## src/rtl/b64d_pkg.sv

```systemverilog
// ----------------------------------------------------------------------------
// b64d_pkg
// shared types and codes of the base64 stream decoder
// ----------------------------------------------------------------------------
package b64d_pkg;

	localparam int BYTE_W   = 8;
	localparam int STATUS_W = 2;
	localparam int GROUP_N  = 3;

	localparam logic [STATUS_W-1:0] STATUS_OK      = 2'd0;
	localparam logic [STATUS_W-1:0] STATUS_BAD_CHR = 2'd1;
	localparam logic [STATUS_W-1:0] STATUS_BAD_LEN = 2'd2;

	typedef struct packed {
		logic [BYTE_W-1:0] char_code;
		logic              end_of_message;
	} in_item_t;

	typedef struct packed {
		logic [BYTE_W-1:0]   byte_out;
		logic [STATUS_W-1:0] status;
		logic                final_result;
	} out_item_t;

	// results of one input transaction, handed from decode to output buffer
	typedef struct packed {
		logic                           valid;
		logic [1:0]                     last_idx;
		logic [GROUP_N-1:0][BYTE_W-1:0] bytes;
		logic [STATUS_W-1:0]            status;
		logic                           final_result;
	} group_t;

endpackage

```

## src/rtl/b64d_core.sv

```systemverilog
// ----------------------------------------------------------------------------
// b64d_core
// input register, group state and character decode
// ----------------------------------------------------------------------------
module b64d_core import b64d_pkg::*; (
	input  logic     clk,
	input  logic     arst_n,
	input  logic     in_valid,
	output logic     in_stall,
	input  in_item_t in_item,
	output group_t   grp,
	input  logic     grp_ready
);

	localparam logic [BYTE_W-1:0] PAD_CHAR = 8'h3D;

	// bit 6 set: not in the alphabet
	function automatic logic [6:0] sextet_of(input logic [BYTE_W-1:0] c);
		logic [6:0] r;
		r = 7'h40;
		if (c >= 8'h41 && c <= 8'h5A) r = {1'b0, 6'(c - 8'h41)};
		else if (c >= 8'h61 && c <= 8'h7A) r = {1'b0, 6'(c - 8'h61 + 8'd26)};
		else if (c >= 8'h30 && c <= 8'h39) r = {1'b0, 6'(c - 8'h30 + 8'd52)};
		else if (c == 8'h2B) r = 7'd62;
		else if (c == 8'h2F) r = 7'd63;
		return r;
	endfunction

	logic        valid_s1;
	in_item_t    item_s1;
	logic [17:0] store_q, store_n;
	logic [1:0]  gpos_q, gpos_n;
	logic [1:0]  pad_q, pad_n;
	logic        padded_q, padded_n;
	logic        err_q, err_n;
	logic [1:0]  cnt;
	logic [6:0]  v;
	logic        is_pad, bad, fire_s1;
	logic [23:0] word;
	logic [5:0]  sv;

	always_comb begin
		store_n  = store_q;
		gpos_n   = gpos_q;
		pad_n    = pad_q;
		padded_n = padded_q;
		err_n    = err_q;
		cnt      = 2'd0;
		word     = {store_q, 6'd0};
		is_pad   = (item_s1.char_code == PAD_CHAR);
		v        = sextet_of(item_s1.char_code);
		sv       = is_pad ? 6'd0 : v[5:0];
		if (padded_q) bad = 1'b1;
		else if (is_pad) bad = (gpos_q < 2'd2);
		else bad = v[6] || (pad_q != 2'd0);

		if (!err_q) begin
			if (bad) begin
				err_n = 1'b1;
			end else begin
				pad_n = pad_q + {1'b0, is_pad};
				if (gpos_q != 2'd3) begin
					store_n = {store_q[11:0], sv};
					gpos_n  = gpos_q + 2'd1;
				end else begin
					word     = {store_q, sv};
					cnt      = 2'd3 - pad_n;
					padded_n = (pad_n != 2'd0);
					store_n  = '0;
					gpos_n   = 2'd0;
					pad_n    = 2'd0;
				end
			end
		end

		grp.valid        = valid_s1 && ((cnt != 2'd0) || item_s1.end_of_message);
		grp.last_idx     = cnt - 2'd1;
		grp.bytes[0]     = word[23:16];
		grp.bytes[1]     = word[15:8];
		grp.bytes[2]     = word[7:0];
		grp.status       = STATUS_OK;
		grp.final_result = item_s1.end_of_message;

		if (item_s1.end_of_message) begin
			if (err_n) begin
				grp.last_idx = 2'd0;
				grp.bytes    = '0;
				grp.status   = STATUS_BAD_CHR;
			end else if (gpos_n != 2'd0 || cnt == 2'd0) begin
				grp.last_idx = 2'd0;
				grp.bytes    = '0;
				grp.status   = STATUS_BAD_LEN;
			end
			store_n  = '0;
			gpos_n   = 2'd0;
			pad_n    = 2'd0;
			padded_n = 1'b0;
			err_n    = 1'b0;
		end
	end

	assign fire_s1  = valid_s1 && (!grp.valid || grp_ready);
	assign in_stall = valid_s1 && !fire_s1;

	always_ff @(posedge clk or negedge arst_n) begin
		if (!arst_n) begin
			valid_s1 <= 1'b0;
			store_q  <= '0;
			gpos_q   <= '0;
			pad_q    <= '0;
			padded_q <= 1'b0;
			err_q    <= 1'b0;
		end else begin
			if (!in_stall) valid_s1 <= in_valid;
			if (fire_s1) begin
				store_q  <= store_n;
				gpos_q   <= gpos_n;
				pad_q    <= pad_n;
				padded_q <= padded_n;
				err_q    <= err_n;
			end
		end
	end

	always_ff @(posedge clk) begin
		if (in_valid && !in_stall) item_s1 <= in_item;
	end

endmodule

```

## src/rtl/b64d_outbuf.sv

```systemverilog
// ----------------------------------------------------------------------------
// b64d_outbuf
// result register, hands out up to three bytes one transaction at a time
// ----------------------------------------------------------------------------
module b64d_outbuf import b64d_pkg::*; (
	input  logic      clk,
	input  logic      arst_n,
	input  group_t    grp,
	output logic      grp_ready,
	output logic      out_valid,
	input  logic      out_stall,
	output out_item_t out_item
);

	logic                           valid_s2;
	logic [1:0]                     idx_q;
	logic [1:0]                     last_idx_s2;
	logic [GROUP_N-1:0][BYTE_W-1:0] bytes_s2;
	logic [STATUS_W-1:0]            status_s2;
	logic                           final_s2;
	logic                           at_last;

	assign at_last   = (idx_q == last_idx_s2);
	assign grp_ready = !valid_s2 || (!out_stall && at_last);

	always_ff @(posedge clk or negedge arst_n) begin
		if (!arst_n) begin
			valid_s2 <= 1'b0;
			idx_q    <= '0;
		end else if (grp.valid && grp_ready) begin
			valid_s2 <= 1'b1;
			idx_q    <= '0;
		end else if (valid_s2 && !out_stall) begin
			if (at_last) valid_s2 <= 1'b0;
			else idx_q <= idx_q + 2'd1;
		end
	end

	always_ff @(posedge clk) begin
		if (grp.valid && grp_ready) begin
			last_idx_s2 <= grp.last_idx;
			bytes_s2    <= grp.bytes;
			status_s2   <= grp.status;
			final_s2    <= grp.final_result;
		end
	end

	assign out_valid             = valid_s2;
	assign out_item.byte_out     = bytes_s2[idx_q];
	assign out_item.status       = status_s2;
	assign out_item.final_result = final_s2 && at_last;

	a_idx_range: assert property (@(posedge clk) disable iff (!arst_n)
		valid_s2 |-> (idx_q <= last_idx_s2 && last_idx_s2 != 2'd3))
		else $error("result index past group end");

	a_err_single: assert property (@(posedge clk) disable iff (!arst_n)
		(valid_s2 && status_s2 != STATUS_OK) |->
		(out_item.final_result && out_item.byte_out == '0))
		else $error("error result not a lone final zero byte");

	a_no_overwrite: assert property (@(posedge clk) disable iff (!arst_n)
		(valid_s2 && out_stall) |=> (valid_s2 && $stable(idx_q)))
		else $error("stalled result lost");

endmodule

```

## src/rtl/base64_stream_decoder.sv

```systemverilog
// ----------------------------------------------------------------------------
// base64_stream_decoder
// streaming base64 decoder, standard alphabet with '=' padding
// ----------------------------------------------------------------------------
// channel  direction  handshake           payload
// in       input      in_valid/in_stall   char_code, end_of_message
// out      output     out_valid/out_stall byte_out, status, final_result
//
// one character per cycle unless stalled; input register, then result register
// a completed group gives up to three results, one per cycle while out_stall is low
// a character that brings results stalls while earlier results are still handed out
// reset clears group state and the valid flags of input and result registers
// ----------------------------------------------------------------------------
module base64_stream_decoder import b64d_pkg::*; (
	input  logic      clk,
	input  logic      arst_n,
	input  logic      in_valid,
	output logic      in_stall,
	input  in_item_t  in_item,
	output logic      out_valid,
	input  logic      out_stall,
	output out_item_t out_item
);

	group_t grp;
	logic   grp_ready;

	b64d_core u_core (
		.clk       (clk),
		.arst_n    (arst_n),
		.in_valid  (in_valid),
		.in_stall  (in_stall),
		.in_item   (in_item),
		.grp       (grp),
		.grp_ready (grp_ready)
	);

	b64d_outbuf u_outbuf (
		.clk       (clk),
		.arst_n    (arst_n),
		.grp       (grp),
		.grp_ready (grp_ready),
		.out_valid (out_valid),
		.out_stall (out_stall),
		.out_item  (out_item)
	);

endmodule

```

## config.mk

```make
export PLATFORM = sky130hd
export DESIGN_NAME = base64_stream_decoder
export DESIGN_NICKNAME = d
export VERILOG_FILES = /design/src/rtl/b64d_pkg.sv /design/src/rtl/b64d_core.sv /design/src/rtl/b64d_outbuf.sv /design/src/rtl/base64_stream_decoder.sv
export SDC_FILE = /design/constraint.sdc
export NUM_CORES = 1
export LEC_CHECK = 0
export BUFFER_PORTS_ARGS = -buffer_cell sky130_fd_sc_hd__buf_2
export CELL_PAD_IN_SITES_DETAIL_PLACEMENT = 0
export CELL_PAD_IN_SITES_GLOBAL_PLACEMENT = 2
export CORE_MARGIN = 8
export CORE_UTILIZATION = 44
export CTS_CLUSTER_DIAMETER = 150
export CTS_CLUSTER_SIZE = 40
export DETAILED_ROUTE_END_ITERATION = 10
export GPL_TIMING_DRIVEN = 0
export PLACE_DENSITY = 0.95
export REMOVE_ABC_BUFFERS = 1
export SLEW_MARGIN = 10
export SYNTH_ARGS = -nofsm -noshare
export SYNTH_HDL_FRONTEND = slang
export SYNTH_SLANG_ARGS = --single-unit
```

## constraint.sdc

```tcl
create_clock -name clk -period 11.7 [get_ports clk]
set_input_delay 2.925 -clock clk [delete_from_list [all_inputs] [get_ports clk]]
set_output_delay 2.925 -clock clk [all_outputs]
set_load 0.005 [all_outputs]
```

Yosys cells after proc, flatten, opt, wreduce, memory -nomap -nowiden
Index checks and enable logic that the tools add are counted.

Order comparisons: 8. Reductions and logical operators: 33. Bitwise logic cells: 1. Equal/unequal tests: 9. $add $sub $neg: 10. Mux-type cells: 44.

Operators by type and width (number): 2-to-1 mux 28 bit (3); 2-to-1 mux 18 bit (4); 2-to-1 mux 7 bit (5); 2-to-1 mux 2 bit (14); equality test 8 x 6 -> 1 bit, second input constant (3); 2-to-1 mux 6 bit (4); binary-select mux 8 bit (select 2 bit) (1); greater-or-equal comparator 8 x 7 -> 1 bit, second input constant (2); less-or-equal comparator 8 x 7 -> 1 bit, second input constant (2); 2-to-1 mux 1 bit (12); nonzero test 2 bit (6); subtractor 6 bit, second input constant (2); logical AND 1 bit (11); greater-or-equal comparator 8 x 6 -> 1 bit, second input constant (1); less-or-equal comparator 8 x 6 -> 1 bit, second input constant (1); 2-to-1 mux 8 bit (1); adder 6 x 5 -> 6 bit, second input constant (1); adder 6 bit, second input constant (1); != test 2 x 1 -> 1 bit, second input constant (3); subtractor 6 x 1 -> 6 bit, second input constant (1); logical NOT 1 bit (5); logical OR 1 bit (5); adder 2 x 1 -> 2 bit, second input constant (2); != test 2 bit, second input constant (2); 12 further kinds (13).

Input port bits: 13. Word-level logic and storage cells: 122. Output and inout bits: 13. Register bits after elaboration: 66.

Logic depth before layout (Yosys ltp)
Depth in word-level cells: 21. Mapped depth: 18. Gate-level depth less buffers: 15.

Cells and area by module
From an unflattened synthesis, not the netlist that was laid out.

Cell total of the unflattened synthesis: 300. Area total of the unflattened synthesis: 3493.4 µm².

By module, submodules not included: b64d_core (area an instance 2229.6 µm², sequential area each 895.9 µm², cells an instance 221, times used 1); b64d_outbuf (area an instance 1263.7 µm², sequential area each 945.9 µm², cells an instance 79, times used 1).

Least setup slack after synthesis
Ideal clock, no wire load.

Path type: input to output. Start point: input port out_stall. End point: output port in_stall. Setup slack: 5364 ps. Data arrival time: 3411 ps. Data required time: 8775 ps. Buffers on the path: 0. Stages on the path: 2. Cells stage by stage: o31ai_1 nor2_1.

Longest elaborated chain between the ends: 7.

RTL lines: start, declared (line base64_stream_decoder.sv:21) `input logic out_stall,`; logical NOT 1 bit (line b64d_outbuf.sv:24) `assign grp_ready = !valid_s2 || (!out_stall && at_last);`; logical AND 1 bit (line b64d_outbuf.sv:24); logical OR 1 bit (line b64d_outbuf.sv:24); logical OR 1 bit (line b64d_core.sv:102) `assign fire_s1 = valid_s1 && (!grp.valid || grp_ready);`; logical AND 1 bit (line b64d_core.sv:102); logical NOT 1 bit (line b64d_core.sv:103) `assign in_stall = valid_s1 && !fire_s1;`; logical AND 1 bit (line b64d_core.sv:103); end, declared (line base64_stream_decoder.sv:18) `output logic in_stall,`.

Every way passes these cells.

Worst setup path after layout
Start point: register u_core.item_s1[3] in the netlist's numbering. End point: output port in_stall.

Longest elaborated chain between the ends: 19.

RTL lines: start, declared (line b64d_core.sv:30) `in_item_t item_s1;`; start signal, assigned (line b64d_core.sv:126) `if (in_valid && !in_stall) item_s1 <= in_item;`; branches (longest 9 deep; another with greater-or-equal comparator 8 x 6 -> 1 bit); 2-to-1 mux 2 bit * (line b64d_core.sv:58) `if (bad) begin`; 2-to-1 mux 2 bit * (line b64d_core.sv:57) `if (!err_q) begin`; nonzero test 2 bit * (line b64d_core.sv:76) `grp.valid = valid_s1 && ((cnt != 2'd0) || item_s1.end_of_message);`; logical OR 1 bit * (line b64d_core.sv:76); logical AND 1 bit * (line b64d_core.sv:76); logical NOT 1 bit * (line b64d_core.sv:102); logical OR 1 bit * (line b64d_core.sv:102); logical AND 1 bit * (line b64d_core.sv:102); logical NOT 1 bit * (line b64d_core.sv:103); logical AND 1 bit * (line b64d_core.sv:103).

Every way passes the cells marked *.

==> out/summary.txt <==
CLOCK NETWORK
--------------------------------------------------------------------------------
Clock root buffer .................................................     clkbuf_8
Number of buffers inserted by hold repair at cts ..................            0
Skew-Pair Late Insertion Delay ....................................      0.33 ns
Max H-tree Level ..................................................            3
Post-CTS sizing ...................................................            0
Number of CTS-inserted buffers ....................................            9
CTS tree ..........................................................          yes
Deepest clock path buffer count ...................................            2
CTS sink cnt ......................................................           66
Number of setup buffers added after CTS ...........................            0
Clock slew at reported path FFs ...................................      0.07 ns

TIMING
--------------------------------------------------------------------------------
Setup slack of the critical path after layout .....................      4.60 ns
Worst hold slack after final layout ...............................     0.486 ns
Min cycle time layout .............................................      7.10 ns
Worst Clk Skew ....................................................   0.00820 ns
Headroom to the max-slew limit ....................................        37.0%
Final setup fails .................................................            0
Final max-slew violation count ....................................            0
RSZ-0062 raised after global routing ..............................        false
Post-route setup TNS ..............................................         0 ns
Hold Violations, Final ............................................            0
Share of the cycle needed by the critical path after routing ......        60.7%
Worst-margin pin slew .............................................     0.934 ns
F_max .............................................................    0.141 GHz

SYNTH
--------------------------------------------------------------------------------
Yosys reg bits ....................................................           66
Number of distinct library cells after synthesis ..................           54
Cell with the most instances after synthesis ......................     edfxtp_1
Share of async-settable or async-resettable flops after synthesis .        42.4%
Share of Yosys cell area claimed by the top area cell type ........        33.4%
Number of synthesized flops with an enable pin ....................           38
Cell types with the largest area share after synthesis ............ edfxtp_1 (33%), dfrtp_1 (20%), ha_1 (4.4%)
Top_reg_cell synth ................................................     edfxtp_1
Synthesized area ..................................................    3420 um^2
Sequential element share of the synthesized area ..................        53.9%
Syn Area/Cell .....................................................    11.6 um^2
Total of warnings raised by yosys .................................            0
Biggest area consumer among synthesized cells .....................     edfxtp_1
Gate Count Post-Synth .............................................          296
Leading post-synthesis cells by instance count .................... edfxtp_1 (38), dfrtp_1 (28), and2_1 (21)

ROUTE
--------------------------------------------------------------------------------
Average vias per placed instance ..................................         5.33
First-pass detailed-route iteration total .........................            4
Count of vias placed by the detailed router .......................         2276
Iter 0 DRT Violations .............................................          132
Residual DRC ......................................................            0
Total wire length after detailed routing ..........................      6510 um
DRT antenna net count .............................................            0
Routed length per placed instance .................................      15.2 um

DIE
--------------------------------------------------------------------------------
Initial core utilization ..........................................        44.7%
Die span in y .....................................................       104 um
Die boundary width ................................................       104 um
Die outline area ..................................................   10800 um^2
Rows ..............................................................           32
I/O pin total .....................................................           26
Core footprint ....................................................    7650 um^2

POWER
--------------------------------------------------------------------------------
P_leak ............................................................      1.54 nW
Max IR drop VDD ...................................................    0.0649 mV
Power density of the placed cells .................................  175 nW/um^2

WORST SETUP PATH
--------------------------------------------------------------------------------
Crit. Startpoint .................................................. u_core.item_s1[3]
Max Fanout on Critical Path .......................................            8
Required time of the critical path ................................      8.78 ns
Kind of launch point of the worst setup path ......................         flop
Launch instance of the worst register-to-register path ............ u_core.item_s1[3]
Critical path data arrival time ...................................      4.18 ns
WS Path Type ......................................................   reg -> out
Depth of the most critical reg-to-reg path ........................           15
Critical Path Sink Type ...........................................  output port
End of the worst register-to-register path ........................ u_core.gpos_q[0]
R2R Setup Slk .....................................................      6.76 ns

GRT
--------------------------------------------------------------------------------
Global routing usage summed across all routing layers .............        12.5%
Maximum number of pins on one net before global-route repair ......           30
Wire length of the first global-routing pass ......................     11100 um
Initial antenna violation count ...................................            0
Total grt overflow ................................................            0
Number of global-route vias before repair .........................         2237

RUN
--------------------------------------------------------------------------------
Max-cap violations ................................................            0

WORST HOLD PATH
--------------------------------------------------------------------------------
Class of the tightest hold or removal check .......................   reg -> reg
Hold Path Origin .................................................. u_core.err_q
Hold Crit Endpoint ................................................ u_core.err_q
Number of cells on the worst hold path ............................            2

LAYOUT
--------------------------------------------------------------------------------
Growth of design area from synthesis to finish ....................        11.2%
Final net count ...................................................          345
Ratio of cells with drive above 1 in the final layout .............        16.9%
Count of antenna diodes in the layout .............................            0
Fillers ...........................................................          703

PLACEMENT
--------------------------------------------------------------------------------
Port-buffer cells .................................................           25
Pre-CTS setup slack ...............................................      4.82 ns
Gp weighted congestion ............................................        0.859
Placed wire-length estimate after detailed placement ..............      4550 um

OUTCOME
--------------------------------------------------------------------------------
Outcome ........................................................... finished, final reports clean

-- sequential cells by signal, summed over array words and instances (netlist names) --
name	cells
u_core.item_s1	8
u_outbuf.last_idx_s2	2
u_core.err_q	1
u_core.valid_s1	1
u_core.store_q	18
u_outbuf.out_valid	1
u_outbuf.final_s2	1
u_core.gpos_q	2
u_core.pad_q	2
u_outbuf.status_s2	2
u_outbuf.idx_q	2
u_core.padded_q	1
u_outbuf.bytes_s2	24
u_core.grp	1
-- power breakdown --
group / internal [mW] / switching (mW) / leakage [nW]
Combinational: 0.0727 / 0.0966 / 0.710
Clock: 0.0978 / 0.0857 / 0.0893
Sequential: 0.283 / 0.0309 / 0.738
-- cells by family (layout without fill, tap and decap cells) --
group                    count (synthesis)  count (layout)  synth area share [%]
flip-flops                              66              66                  53.9
multiplexers                            10              10                  2.96
AO/OA/AOI/OAI                           76              76                  16.6
AND/OR/NAND/NOR                        101             101                  16.8
adder cells (fa/ha/maj)                 12              12                  4.39
XOR/XNOR                                 6               6                  1.54
buffers and inverters                   25              54                  3.84
-- layout make-up --
class | instances | area [um^2] | area share [%]
clock buffer | 11 | 131 | 3.45
clock inverter | 5 | 55.1 | 1.45
inverter | 10 | 37.5 | 0.987
multi-input combinational | 205 | 1460 | 38.4
sequential | 66 | 1840 | 48.4
tap | 102 | 128 | 3.36
timing repair buffer | 28 | 151 | 3.98
-- how the worst max path moves through the flow --
stage,to,depth (start not counted)
6_report,in_stall,13
5_1_grt,in_stall,13
4_1_cts,in_stall,13
3_5_place_dp,in_stall,4
3_3_place_gp,in_stall,4
2_1_floorplan,in_stall,2
-- through the flow --
| step | util, % | cells | total power [mW] | cell area [um^2] |
|---|---|---|---|---|
| finish | 49.7 | 427 | 0.667 | 3800 |
| global route | 49.7 | 427 | 0.710 | 3800 |
| CTS | 49.7 | 427 | 0.674 | 3800 |
| detailed placement | 47.3 | 411 | 0.490 | 3620 |
| global placement | 46.8 | 408 | 0.479 | 3580 |
| floorplan | - | 281 | 0.423 | 3330 |
-- layout by cell type, fill, tap and decap left out, types with 2 or more instances in the layout --
cell type   Yosys  final
xor2_1          2      2
ha_1           12     12
o2bb2ai_1       2      2
and3_1          5      5
a311oi_1        2      2
nand3_1         8      8
a211oi_1        2      2
and2_1         21     21
o21ai_0        18     18
a21oi_1         8      8
a22o_1         17     17
clkbuf_8        0      9
nor2b_1        13     12
buf_4           0      2
nand2_1        20     20
buf_2           6     25
dfrtp_1        28     28
nor3_1          3      3
or2_2           2      2
clkbuf_1        5      2
a32o_1          2      2
clkinv_2        0      2
edfxtp_1       38     38
a31oi_1         2      2
xnor2_1         4      4
nor2_1         14     14
or4_1           2      2
mux2i_1         9      9
o31ai_1         5      4
a31o_2          2      2
nand2b_1        6      6
inv_1          10     10
clkinvlp_4      0      2
-- critical path, cell delays in order, from the launching register on --
cell and delay (ns):
edfxtp_1 0.54, inv_1 0.20, ha_1 0.31, a21oi_1 0.20
nor2b_1 0.09, a311oi_1 0.55, a211oi_1 0.21, nor2_1 0.48
nand3_1 0.14, ha_1 0.25, inv_1 0.05, o21ai_0 0.30
nor2_1 0.34, buf_2 0.17
-- routing by layer --
metal  global-route usage (%)  vias up  routed length [um]
met1                     16.3     1088                3140
met2                     19.6       46                3060
met4                     4.03        0                  30
met3                     3.59        2                 279
li1                         -     1140                   -
met5                        0        -                   0
No activity file was read; power rests on OpenSTA's default activity.
